===== config.mk =====
export PLATFORM = sky130hd
export DESIGN_NAME = lidar_point_camera_box_gate_flat
export DESIGN_NICKNAME = d
export VERILOG_FILES = /design/src/rtl/lpcb_pkg.sv /design/src/rtl/lpcb_stream_if.sv /design/src/rtl/lidar_point_camera_box_gate.sv /design/src/rtl/lpcb_ram.sv /design/src/rtl/lpcb_mac.sv /design/src/flat_wrapper.sv
export SDC_FILE = /design/constraint.sdc
export NUM_CORES = 2
export LEC_CHECK = 0
export BUFFER_PORTS_ARGS = -buffer_cell sky130_fd_sc_hd__buf_2
export CAP_MARGIN = 20
export CORE_ASPECT_RATIO = 1.4
export CORE_MARGIN = 10
export CORE_UTILIZATION = 50
export CTS_BUF_LIST = sky130_fd_sc_hd__clkbuf_8
export CTS_CLUSTER_DIAMETER = 80
export DETAILED_ROUTE_END_ITERATION = 16
export PLACE_DENSITY = 0.68
export SETUP_SLACK_MARGIN = 0.5
export SLEW_MARGIN = 20
export SYNTH_ARGS = -nofsm -noshare
export SYNTH_HDL_FRONTEND = slang
export SYNTH_SLANG_ARGS = --single-unit

===== constraint.sdc =====
create_clock -name clk -period 9.6 [get_ports clk]
set_input_delay 0.48 -clock clk [delete_from_list [all_inputs] [get_ports clk]]
set_output_delay 0.48 -clock clk [all_outputs]
set_load 0.005 [all_outputs]

===== src/rtl/lpcb_pkg.sv =====
// Package for the lidar point / camera box gate: field widths, payload types,
// codes and the shared-unit request type. Depends on nothing.
package lpcb_pkg;

    // Field widths fixed by the item format
    localparam int COORD_W      = 20;
    localparam int COEFF_W      = 32;
    localparam int COEFF_IDX_W  = 4;
    localparam int BOX_FIELD_W  = 16;
    localparam int NUM_COEFF    = 12;
    localparam int LAST_COEFF   = NUM_COEFF - 1;

    localparam int COEFF_FRAC_BITS   = 16;
    localparam int MAX_BOXES_DEFAULT = 16;

    // Shared multiply-accumulate unit widths
    localparam int A_W      = COEFF_W;          // coefficient or depth slice
    localparam int B_W      = COORD_W;          // coordinate or box bound
    localparam int P_W      = A_W + B_W;        // product
    localparam int SUM_W    = P_W + 2;          // row sum of three products and offset
    localparam int ACC_W    = SUM_W + B_W + 6;  // 32*s - bound*depth, exact
    localparam int SZ_SPLIT = 28;               // depth split into low / high slices
    localparam int LHS_SHIFT = 5;               // bounds are in 1/32 pixel

    localparam logic signed [SUM_W-1:0] DEPTH_MIN =
        SUM_W'(64'sd10 <<< COEFF_FRAC_BITS);

    // Configuration port
    localparam int CFG_IDX_W  = 1;
    localparam int CFG_DATA_W = 1;
    typedef logic [CFG_IDX_W-1:0]  cfg_idx_t;
    typedef logic [CFG_DATA_W-1:0] cfg_data_t;
    localparam cfg_idx_t CFG_FILTER_ENABLE   = 1'd0;
    localparam cfg_idx_t CFG_KEEP_WHEN_EMPTY = 1'd1;

    typedef enum logic [1:0] {
        CMD_POINT = 2'd0,
        CMD_COEFF = 2'd1,
        CMD_BOX   = 2'd2,
        CMD_CLEAR = 2'd3
    } cmd_t;

    typedef struct packed {
        cmd_t                      command;
        logic signed [COORD_W-1:0] coord_x;
        logic signed [COORD_W-1:0] coord_y;
        logic signed [COORD_W-1:0] coord_z;
        logic [COEFF_IDX_W-1:0]    coeff_index;
        logic signed [COEFF_W-1:0] coeff_value;
        logic [BOX_FIELD_W-1:0]    box_center_u;
        logic [BOX_FIELD_W-1:0]    box_center_v;
        logic [BOX_FIELD_W-1:0]    box_width;
        logic [BOX_FIELD_W-1:0]    box_height;
    } in_item_t;

    typedef struct packed {
        logic signed [COORD_W-1:0] kept_x;
        logic signed [COORD_W-1:0] kept_y;
        logic signed [COORD_W-1:0] kept_z;
        logic                      passed_unfiltered;
    } out_item_t;

    typedef struct packed {
        logic [BOX_FIELD_W-1:0] cu;
        logic [BOX_FIELD_W-1:0] cv;
        logic [BOX_FIELD_W-1:0] w;
        logic [BOX_FIELD_W-1:0] h;
    } box_t;

    localparam int BOX_W = $bits(box_t);

    typedef enum logic [1:0] {
        ACC_HOLD,
        ACC_LOAD,
        ACC_ADD,
        ACC_SUB
    } acc_op_t;

    typedef struct packed {
        acc_op_t                 op;
        logic                    hi_shift;   // product weighted by 2^SZ_SPLIT
        logic signed [A_W-1:0]   a;
        logic signed [B_W-1:0]   b;
        logic signed [ACC_W-1:0] load;
    } mac_req_t;

    typedef enum logic [2:0] {
        ST_IDLE,
        ST_ROW,
        ST_DEPTH,
        ST_BOX_READ,
        ST_TEST,
        ST_EMIT
    } state_t;

endpackage


===== src/rtl/lpcb_stream_if.sv =====
// Valid/ready stream interface with a typed payload, used for both channels.
// Depends on nothing; the payload type is given at instantiation.
interface lpcb_stream_if #(
    parameter type payload_t = logic
);
    logic     valid;
    logic     ready;
    payload_t data;

    modport source (output valid, output data, input ready);
    modport sink   (input valid, input data, output ready);
endinterface


===== src/rtl/lidar_point_camera_box_gate.sv =====
// Lidar point gate against camera boxes: top level with sequencer, tables and
// handshake. Depends on lpcb_pkg, lpcb_stream_if, lpcb_ram and lpcb_mac.
//
// Each request on the points channel is a point, a projection coefficient
// write, a box add or a box clear; only points give a result, and only when
// kept. The block takes one request at a time: ready is high only while the
// sequencer is idle. Coefficient writes, box adds and clears are applied
// when taken. A point that passes unfiltered (filter off, table not
// calibrated, or no boxes with keep_when_empty set) goes straight to the
// emit state. A point that is gated runs through one shared 32x20
// multiplier and an 80-bit accumulator: the three row sums (five steps
// per row), the depth check, then per box examined a box RAM read plus a
// load, two subtracts and a sign check for each of up to four bound tests
// (a test that fails ends that box), and a last step to post the result.
// The result sits in an output register, so the block goes back to idle
// while the result waits, unless the previous result has not been taken
// yet. The box table is a RAM of MAX_BOXES entries; entries beyond the box
// count are never tested.
module lidar_point_camera_box_gate #(
    parameter int MAX_BOXES = lpcb_pkg::MAX_BOXES_DEFAULT
) (
    input  logic                   clk,
    input  logic                   rst_n,
    input  logic                   cfg_we,
    input  lpcb_pkg::cfg_idx_t     cfg_index,
    input  lpcb_pkg::cfg_data_t    cfg_data,
    lpcb_stream_if.sink            points,
    lpcb_stream_if.source          kept
);
    import lpcb_pkg::*;

    localparam int CNT_W  = $clog2(MAX_BOXES + 1);
    localparam int ADDR_W = (MAX_BOXES > 1) ? $clog2(MAX_BOXES) : 1;

    // Control and configuration state
    state_t             state_reg, state_next;
    logic [1:0]         row_reg, row_next;
    logic [2:0]         step_reg, step_next;
    logic [1:0]         test_reg, test_next;
    logic [CNT_W-1:0]   box_idx_reg, box_idx_next;
    logic               passed_reg, passed_next;
    logic               out_valid_reg, out_valid_next;
    logic               filter_en_reg;
    logic               keep_empty_reg;
    logic               calibrated_reg;
    logic [CNT_W-1:0]   box_count_reg;
    logic signed [COEFF_W-1:0] coeff_reg [NUM_COEFF];

    // Payload state
    logic signed [COORD_W-1:0] px_reg, py_reg, pz_reg;
    logic signed [SUM_W-1:0]   su_reg, su_next;
    logic signed [SUM_W-1:0]   sv_reg, sv_next;
    logic signed [SUM_W-1:0]   sz_reg, sz_next;
    out_item_t                 out_reg;

    logic                    accept;
    logic                    pass_all;
    logic                    box_room;
    logic                    out_load;
    mac_req_t                mac_req;
    logic signed [ACC_W-1:0] acc;
    logic signed [SUM_W-1:0] acc_sum;
    logic [1:0]              coeff_col;
    logic [COEFF_IDX_W-1:0]  coeff_idx;
    logic signed [COEFF_W-1:0] coeff_rd;
    logic [BOX_W-1:0]        ram_rdata;
    box_t                    box_rd;
    logic signed [B_W-1:0]   bound;
    logic signed [A_W-1:0]   sz_lo, sz_hi;
    logic [CNT_W-1:0]        box_idx_inc;
    logic                    acc_neg, acc_zero, test_pass;

    assign accept   = points.valid && points.ready;
    assign points.ready = (state_reg == ST_IDLE);
    assign kept.valid   = out_valid_reg;
    assign kept.data    = out_reg;

    assign pass_all = !filter_en_reg || !calibrated_reg
                      || ((box_count_reg == '0) && keep_empty_reg);
    assign box_room = (box_count_reg < CNT_W'(MAX_BOXES));

    // Box table
    lpcb_ram #(
        .WIDTH (BOX_W),
        .DEPTH (MAX_BOXES)
    ) u_box_ram (
        .clk   (clk),
        .we    (accept && (points.data.command == CMD_BOX) && box_room),
        .waddr (box_count_reg[ADDR_W-1:0]),
        .wdata ({points.data.box_center_u, points.data.box_center_v,
                 points.data.box_width, points.data.box_height}),
        .raddr (box_idx_reg[ADDR_W-1:0]),
        .rdata (ram_rdata)
    );

    lpcb_mac u_mac (
        .clk (clk),
        .req (mac_req),
        .acc (acc)
    );

    // Row step 0 fetches the offset column, steps 1..3 the x, y, z columns
    assign coeff_col = (step_reg == 3'd0) ? 2'd3 : 2'(step_reg - 3'd1);
    assign coeff_idx = {row_reg, coeff_col};
    assign coeff_rd  = coeff_reg[coeff_idx];
    assign acc_sum   = acc[SUM_W-1:0];

    // Box bounds in 1/32 pixel: 2*center -/+ size
    assign box_rd = box_t'(ram_rdata);
    always_comb
    begin
        case (test_reg)
            2'd0:    bound = B_W'({box_rd.cu, 1'b0}) - B_W'(box_rd.w);
            2'd1:    bound = B_W'({box_rd.cu, 1'b0}) + B_W'(box_rd.w);
            2'd2:    bound = B_W'({box_rd.cv, 1'b0}) - B_W'(box_rd.h);
            default: bound = B_W'({box_rd.cv, 1'b0}) + B_W'(box_rd.h);
        endcase
    end

    // Depth split so each slice fits the multiplier's wide operand
    assign sz_lo = $signed({{(A_W-SZ_SPLIT){1'b0}}, sz_reg[SZ_SPLIT-1:0]});
    assign sz_hi = A_W'(sz_reg >>> SZ_SPLIT);

    assign box_idx_inc = box_idx_reg + 1'b1;
    assign acc_neg     = acc[ACC_W-1];
    assign acc_zero    = (acc == '0);
    // even tests are lower bounds (diff >= 0), odd tests upper bounds (diff <= 0)
    assign test_pass   = test_reg[0] ? (acc_neg || acc_zero) : !acc_neg;

    // Sequencer
    always_comb
    begin
        state_next     = state_reg;
        row_next       = row_reg;
        step_next      = step_reg;
        test_next      = test_reg;
        box_idx_next   = box_idx_reg;
        passed_next    = passed_reg;
        su_next        = su_reg;
        sv_next        = sv_reg;
        sz_next        = sz_reg;
        out_valid_next = out_valid_reg && !kept.ready;
        out_load       = 1'b0;
        mac_req        = '0;
        mac_req.op     = ACC_HOLD;

        case (state_reg)
            ST_IDLE:
            begin
                if (accept && (points.data.command == CMD_POINT))
                begin
                    if (pass_all)
                    begin
                        passed_next = 1'b1;
                        state_next  = ST_EMIT;
                    end
                    else if (box_count_reg != '0)
                    begin
                        row_next   = 2'd0;
                        step_next  = 3'd0;
                        state_next = ST_ROW;
                    end
                end
            end

            ST_ROW:
            begin
                step_next = step_reg + 3'd1;
                case (step_reg)
                    3'd0:
                    begin
                        // offset starts the row; previous row's sum is final
                        mac_req.op   = ACC_LOAD;
                        mac_req.load = ACC_W'(coeff_rd);
                        case (row_reg)
                            2'd1:    su_next = acc_sum;
                            2'd2:    sv_next = acc_sum;
                            default: ;
                        endcase
                    end
                    3'd1:
                    begin
                        mac_req.a = coeff_rd;
                        mac_req.b = px_reg;
                    end
                    3'd2:
                    begin
                        mac_req.op = ACC_ADD;
                        mac_req.a  = coeff_rd;
                        mac_req.b  = py_reg;
                    end
                    3'd3:
                    begin
                        mac_req.op = ACC_ADD;
                        mac_req.a  = coeff_rd;
                        mac_req.b  = pz_reg;
                    end
                    default:
                    begin
                        mac_req.op = ACC_ADD;
                        step_next  = 3'd0;
                        if (row_reg == 2'd2)
                        begin
                            state_next = ST_DEPTH;
                        end
                        else
                        begin
                            row_next = row_reg + 2'd1;
                        end
                    end
                endcase
            end

            ST_DEPTH:
            begin
                sz_next = acc_sum;
                if (acc_sum > DEPTH_MIN)
                begin
                    box_idx_next = '0;
                    state_next   = ST_BOX_READ;
                end
                else
                begin
                    state_next = ST_IDLE;
                end
            end

            ST_BOX_READ:
            begin
                // RAM read of box_idx lands next cycle
                test_next  = 2'd0;
                step_next  = 3'd0;
                state_next = ST_TEST;
            end

            ST_TEST:
            begin
                step_next = step_reg + 3'd1;
                case (step_reg)
                    3'd0:
                    begin
                        mac_req.op   = ACC_LOAD;
                        mac_req.load = test_reg[1] ? (ACC_W'(sv_reg) <<< LHS_SHIFT)
                                                   : (ACC_W'(su_reg) <<< LHS_SHIFT);
                        mac_req.a    = sz_lo;
                        mac_req.b    = bound;
                    end
                    3'd1:
                    begin
                        mac_req.op = ACC_SUB;
                        mac_req.a  = sz_hi;
                        mac_req.b  = bound;
                    end
                    3'd2:
                    begin
                        mac_req.op       = ACC_SUB;
                        mac_req.hi_shift = 1'b1;
                    end
                    default:
                    begin
                        step_next = 3'd0;
                        if (test_pass)
                        begin
                            if (test_reg == 2'd3)
                            begin
                                passed_next = 1'b0;
                                state_next  = ST_EMIT;
                            end
                            else
                            begin
                                test_next = test_reg + 2'd1;
                            end
                        end
                        else if (box_idx_inc == box_count_reg)
                        begin
                            state_next = ST_IDLE;
                        end
                        else
                        begin
                            box_idx_next = box_idx_inc;
                            state_next   = ST_BOX_READ;
                        end
                    end
                endcase
            end

            ST_EMIT:
            begin
                if (!out_valid_reg || kept.ready)
                begin
                    out_load       = 1'b1;
                    out_valid_next = 1'b1;
                    state_next     = ST_IDLE;
                end
            end

            default:
            begin
                state_next = ST_IDLE;
            end
        endcase
    end

    // Control registers, configuration and tables
    always_ff @(posedge clk or negedge rst_n)
    begin
        if (!rst_n)
        begin
            state_reg      <= ST_IDLE;
            row_reg        <= '0;
            step_reg       <= '0;
            test_reg       <= '0;
            box_idx_reg    <= '0;
            passed_reg     <= 1'b0;
            out_valid_reg  <= 1'b0;
            filter_en_reg  <= 1'b1;
            keep_empty_reg <= 1'b1;
            calibrated_reg <= 1'b0;
            box_count_reg  <= '0;
            for (int i = 0; i < NUM_COEFF; i++)
            begin
                coeff_reg[i] <= '0;
            end
        end
        else
        begin
            state_reg     <= state_next;
            row_reg       <= row_next;
            step_reg      <= step_next;
            test_reg      <= test_next;
            box_idx_reg   <= box_idx_next;
            passed_reg    <= passed_next;
            out_valid_reg <= out_valid_next;

            if (cfg_we)
            begin
                case (cfg_index)
                    CFG_FILTER_ENABLE:   filter_en_reg  <= cfg_data[0];
                    CFG_KEEP_WHEN_EMPTY: keep_empty_reg <= cfg_data[0];
                    default: ;
                endcase
            end

            if (accept)
            begin
                case (points.data.command)
                    CMD_COEFF:
                    begin
                        if (points.data.coeff_index < COEFF_IDX_W'(NUM_COEFF))
                        begin
                            coeff_reg[points.data.coeff_index] <= points.data.coeff_value;
                            if (points.data.coeff_index == COEFF_IDX_W'(LAST_COEFF))
                            begin
                                calibrated_reg <= 1'b1;
                            end
                        end
                    end
                    CMD_BOX:
                    begin
                        if (box_room)
                        begin
                            box_count_reg <= box_count_reg + 1'b1;
                        end
                    end
                    CMD_CLEAR:
                    begin
                        box_count_reg <= '0;
                    end
                    default: ;
                endcase
            end
        end
    end

    // Payload registers
    always_ff @(posedge clk)
    begin
        if (accept)
        begin
            px_reg <= points.data.coord_x;
            py_reg <= points.data.coord_y;
            pz_reg <= points.data.coord_z;
        end
        su_reg <= su_next;
        sv_reg <= sv_next;
        sz_reg <= sz_next;
        if (out_load)
        begin
            out_reg.kept_x            <= px_reg;
            out_reg.kept_y            <= py_reg;
            out_reg.kept_z            <= pz_reg;
            out_reg.passed_unfiltered <= passed_reg;
        end
    end
endmodule


===== src/rtl/lpcb_ram.sv =====
// Generic single-write, single-read RAM with registered read data.
// Depends on nothing.
module lpcb_ram #(
    parameter int WIDTH = 64,
    parameter int DEPTH = 16,
    localparam int AW = (DEPTH > 1) ? $clog2(DEPTH) : 1
) (
    input  logic             clk,
    input  logic             we,
    input  logic [AW-1:0]    waddr,
    input  logic [WIDTH-1:0] wdata,
    input  logic [AW-1:0]    raddr,
    output logic [WIDTH-1:0] rdata
);
    logic [WIDTH-1:0] mem [DEPTH];
    logic [WIDTH-1:0] rdata_reg;

    always_ff @(posedge clk)
    begin
        if (we)
        begin
            mem[waddr] <= wdata;
        end
        rdata_reg <= mem[raddr];
    end

    assign rdata = rdata_reg;
endmodule


===== src/rtl/lpcb_mac.sv =====
// Shared multiply-accumulate unit: registered 32x20 signed product, then a wide
// accumulator that adds or subtracts it, or loads a value. Depends on lpcb_pkg.
module lpcb_mac (
    input  logic                             clk,
    input  lpcb_pkg::mac_req_t               req,
    output logic signed [lpcb_pkg::ACC_W-1:0] acc
);
    import lpcb_pkg::*;

    logic signed [P_W-1:0]   prod_reg;
    logic signed [ACC_W-1:0] acc_reg;
    logic signed [ACC_W-1:0] acc_next;
    logic signed [ACC_W-1:0] term;

    always_comb
    begin
        term = {{(ACC_W-P_W){prod_reg[P_W-1]}}, prod_reg};
        if (req.hi_shift)
        begin
            term = term <<< SZ_SPLIT;
        end
        case (req.op)
            ACC_LOAD: acc_next = req.load;
            ACC_ADD:  acc_next = acc_reg + term;
            ACC_SUB:  acc_next = acc_reg - term;
            default:  acc_next = acc_reg;
        endcase
    end

    always_ff @(posedge clk)
    begin
        prod_reg <= req.a * req.b;
        acc_reg  <= acc_next;
    end

    assign acc = acc_reg;
endmodule


===== src/flat_wrapper.sv =====
// flat-port wrapper written by rule: the top's interface ports become plain ports
module lidar_point_camera_box_gate_flat import lpcb_pkg::*;
#(
    parameter int MAX_BOXES = lpcb_pkg::MAX_BOXES_DEFAULT
)
  (clk, rst_n, cfg_we, cfg_index, cfg_data, points_valid, points_data, points_ready, kept_valid, kept_data, kept_ready);
  lpcb_stream_if #(.payload_t(in_item_t)) points_i ();
  lpcb_stream_if #(.payload_t(out_item_t)) kept_i ();
  input  logic clk;
  input  logic rst_n;
  input  logic cfg_we;
  input  lpcb_pkg::cfg_idx_t cfg_index;
  input  lpcb_pkg::cfg_data_t cfg_data;
  input wire logic [$bits(points_i.valid)-1:0] points_valid;
  input wire logic [$bits(points_i.data)-1:0] points_data;
  output wire logic [$bits(points_i.ready)-1:0] points_ready;
  output wire logic [$bits(kept_i.valid)-1:0] kept_valid;
  output wire logic [$bits(kept_i.data)-1:0] kept_data;
  input wire logic [$bits(kept_i.ready)-1:0] kept_ready;
  assign points_i.valid = points_valid;
  assign points_i.data = points_data;
  assign points_ready = points_i.ready;
  assign kept_valid = kept_i.valid;
  assign kept_data = kept_i.data;
  assign kept_i.ready = kept_ready;
  lidar_point_camera_box_gate #(.MAX_BOXES(MAX_BOXES)) u_core (.clk(clk), .rst_n(rst_n), .cfg_we(cfg_we), .cfg_index(cfg_index), .cfg_data(cfg_data), .points(points_i), .kept(kept_i));
endmodule

==> results_dict.tcl <==
set metrics [dict create \
    status "completed" \
    first_iter_violations 6703 \
    final_area_um2 124000 \
    wl_um 334000 \
    fmax_mhz 110 \
    synthToLayoutAreaGrowth_pct 16.6 \
    ios 232 \
    crit_top_cell "fa_1" \
    post-route-period-util_pct 94.5 \
    rsz0062_at_grt "yes" \
    slowest_stage "a222oi_1" \
    cts.path.max_buffers 4 \
    yosys_warnings 0 \
    skew_ns 0.0767 \
    routabilityCongestion 0.984 \
    crit_path_max_incr_delay_ns 0.97 \
    end_kind "register" \
    via_count 70800 \
    worst_r2r_path_depth 33 \
    hold_end "u_core.box_count_reg[3]" \
    p_int_mw 20.6 \
    syn_inst 7940 \
    syn_avg_cell_area_um2 13.4 \
    cts-buffers-inserted 300 \
    syn_area_um2 106000 \
    cts.sinks 1912 \
    worst-path-max-fanout 6 \
    wire_per_inst_um 28.1 \
    yosysSeqAreaShare_pct 51.0 \
    critPathRequiredTime_ns 10.43 \
    nets 9918 \
    viasPerCell 5.95 \
    portBuffers 231 \
    die-area_um2 232000 \
    syn_nets 9037 \
    drc 0 \
    clock-root-buffer "clkbuf_8" \
    pwr-share-seq_pct 30.2 \
    fin_setup_tns_ns 0 \
    fp.coreArea_um2 212000 \
    critPathKind "register to register" \
    grt_start_max_net_pins 183 \
    ant_nets 0 \
    r2r-end "u_core.u_mac.prod_reg[44]" \
    dp_slack_ns 0.0122 \
    powerDensity_nw_per_um2 293 \
    first_pass_iters 8 \
    grt_util_all_layers_pct 28.3 \
    antenna_found_initial 35 \
    startpoint_type "register" \
    tightest_slew_ns 1.20 \
    synthFlopType "edfxtp_1" \
    swShare_pct 43.4 \
    setup_slack_ns 0.525 \
    pwr-share-comb_pct 51.4 \
    die_y_um 566 \
    grt_pass1_wl_um 489000 \
    start_util_pct 50.2 \
    grt.overflow.total 0 \
    synth_cell_types 111 \
    clockPowerShare_pct 18.5 \
    die_w_um 410 \
    hp-start "points_data[161]" \
    worstPathArrival_ns 9.91 \
    leakagePower_nw 50.1 \
    clk_pin_slew_ns 0.06 \
    p_total_mw 36.4 \
    htreeDepth 5 \
    setup_viol 0 \
    report.final.slew_viol_count 0 \
    hold_class "input pin to register" \
    synth_seq_cells 1912 \
    hold_viol_final 0 \
    maxSlewHeadroom_pct 19.8 \
    fin_worst_hold_slack_ns 0.0854 \
    max-vdd-ir-drop_uv 318 \
    grt_pass1_vias 74700 \
    reg2reg_from "u_core.step_reg[0]" \
    synth-async-reset-ratio_pct 21.4 \
    fin_crit_ns 9.07 \
    largest_reg_flops 1024 \
    dp_hpwl_um 234000 \
    regToRegSetupSlack_ns 0.53 \
    min_path_cells 4 \
    clk-insertion-delay-late_ns 0.94 \
    synth_edf_count 1387 \
    drive_above_1_share_pct 26.2 \
    tritoncts "built" \
    placed_area_um2 115000 \
    drv_cap 0 \
    p_switching_mw 15.8 \
    rows 200 \
]
[cells in the final DEF, fill, tap and decap left out, drive strengths merged, types with 49 or more instances in the layout]
cell type / n
a211oi: 49
a21o: 99
a21oi: 325
and2: 71
buf: 859
clkbuf: 323
clkinv: 89
dfrtp: 407
dfxtp: 116
dlygate4sd3: 163
edfxtp: 1387
fa: 642
ha: 286
inv: 862
mux2: 415
mux2i: 145
mux4: 351
nand2: 648
nand2b: 56
nand3: 58
nor2: 390
nor2b: 98
nor3: 82
o21ai: 211
o22ai: 49
xnor2: 148
xor2: 77
[cells by family (layout without fill, tap and decap cells)]
kind of cell	Yosys count	in the layout	synth area share (%)
buf+inv	1217	2324	4.53
fa+ha+maj	928	928	15.4
other cells	0	21	0
mux	911	911	13.2
compound gates	1127	1127	7.00
simple gates	1620	1620	7.03
flops	1912	1912	51.0
xor+xnor	225	225	1.85
[metrics by stage]
stage	std cells	utilization, %
floorplan	7940	-
global placement	11100	54.0
detailed placement	11100	54.0
CTS	11800	58.0
global route	11900	58.5
finish	11900	58.5
[Yosys cell counts (145+ instances only)]
cell type	number	area (um2)
mux4_2	351	7910
nor2_1	389	1460
dfrtp_1	407	10200
clkbuf_1	288	1080
a21oi_1	323	1620
mux2_2	415	4670
fa_1	642	12900
edfxtp_1	1387	41600
nand2_1	648	2430
xnor2_1	148	1300
inv_1	767	2880
o21ai_0	196	981
ha_1	286	3580
mux2i_1	145	1450
[power groups by stage]
| stage | logic (mW) | clock network (mW) | registers, mW |
|---|---|---|---|
| 3_5_place_dp | 17.6 | 0 | 11.1 |
| 4_1_cts | 18.2 | 6.83 | 10.9 |
| 6_report | 18.7 | 6.72 | 11.0 |
| 2_1_floorplan | 13.2 | 0 | 10.6 |
| 5_1_grt | 19.9 | 7.21 | 11.0 |
| 3_3_place_gp | 17.5 | 0 | 11.1 |
[worst max-delay path by stage]
stage / startpoint / end
2_1_floorplan: u_core.step_reg[0] / u_core.u_mac.prod_reg[44]
3_3_place_gp: u_core.step_reg[0] / u_core.u_mac.prod_reg[49]
3_5_place_dp: u_core.step_reg[0] / u_core.u_mac.prod_reg[44]
4_1_cts: u_core.u_box_ram.rdata[18] / u_core.u_mac.prod_reg[48]
5_1_grt: u_core.step_reg[0] / u_core.u_mac.prod_reg[44]
6_report: u_core.step_reg[0] / u_core.u_mac.prod_reg[44]
[routing by layer]
| layer | global-route usage (%) | vias to the layer above | wire, um |
|---|---|---|---|
| li1 | - | 30200 | - |
| met1 | 33.3 | 36400 | 119000 |
| met2 | 48.0 | 3208 | 165000 |
| met3 | 5.68 | 939 | 26000 |
| met4 | 17.2 | 26 | 23900 |
| met5 | 0 | - | 172 |
[critical path: cells and delay by family (launching register included)]
kind                       cells  cell delay [ns]
and+or+nand+nor                5             1.11
DFF                            1             0.52
adders and majority gates     10             3.97
AOI/OAI and AO/OA              9             2.44
buffers and inverters          9             0.90
[layout make-up]
class	count	area (um2)
Fill cell	16700	87900
Sequential cell	1912	54200
Multi-Input combinational cell	4811	48900
Timing Repair Buffer	1027	8730
Clock buffer	321	4420
Tap cell	2828	3540
Inverter	769	2900
Clock inverter	207	1300
Antenna cell	21	52.6
[what timing repair did]
action                                   CTS  global route
endpoints found under the hold margin   1584             0
gates resized for setup                  149           156
gates cloned                               4             2
endpoints found under the setup margin    19            22
hold buffers                             163             0
pin swaps                                 63           116
setup buffers                             37            32
No activity file was read; power rests on OpenSTA's default activity.
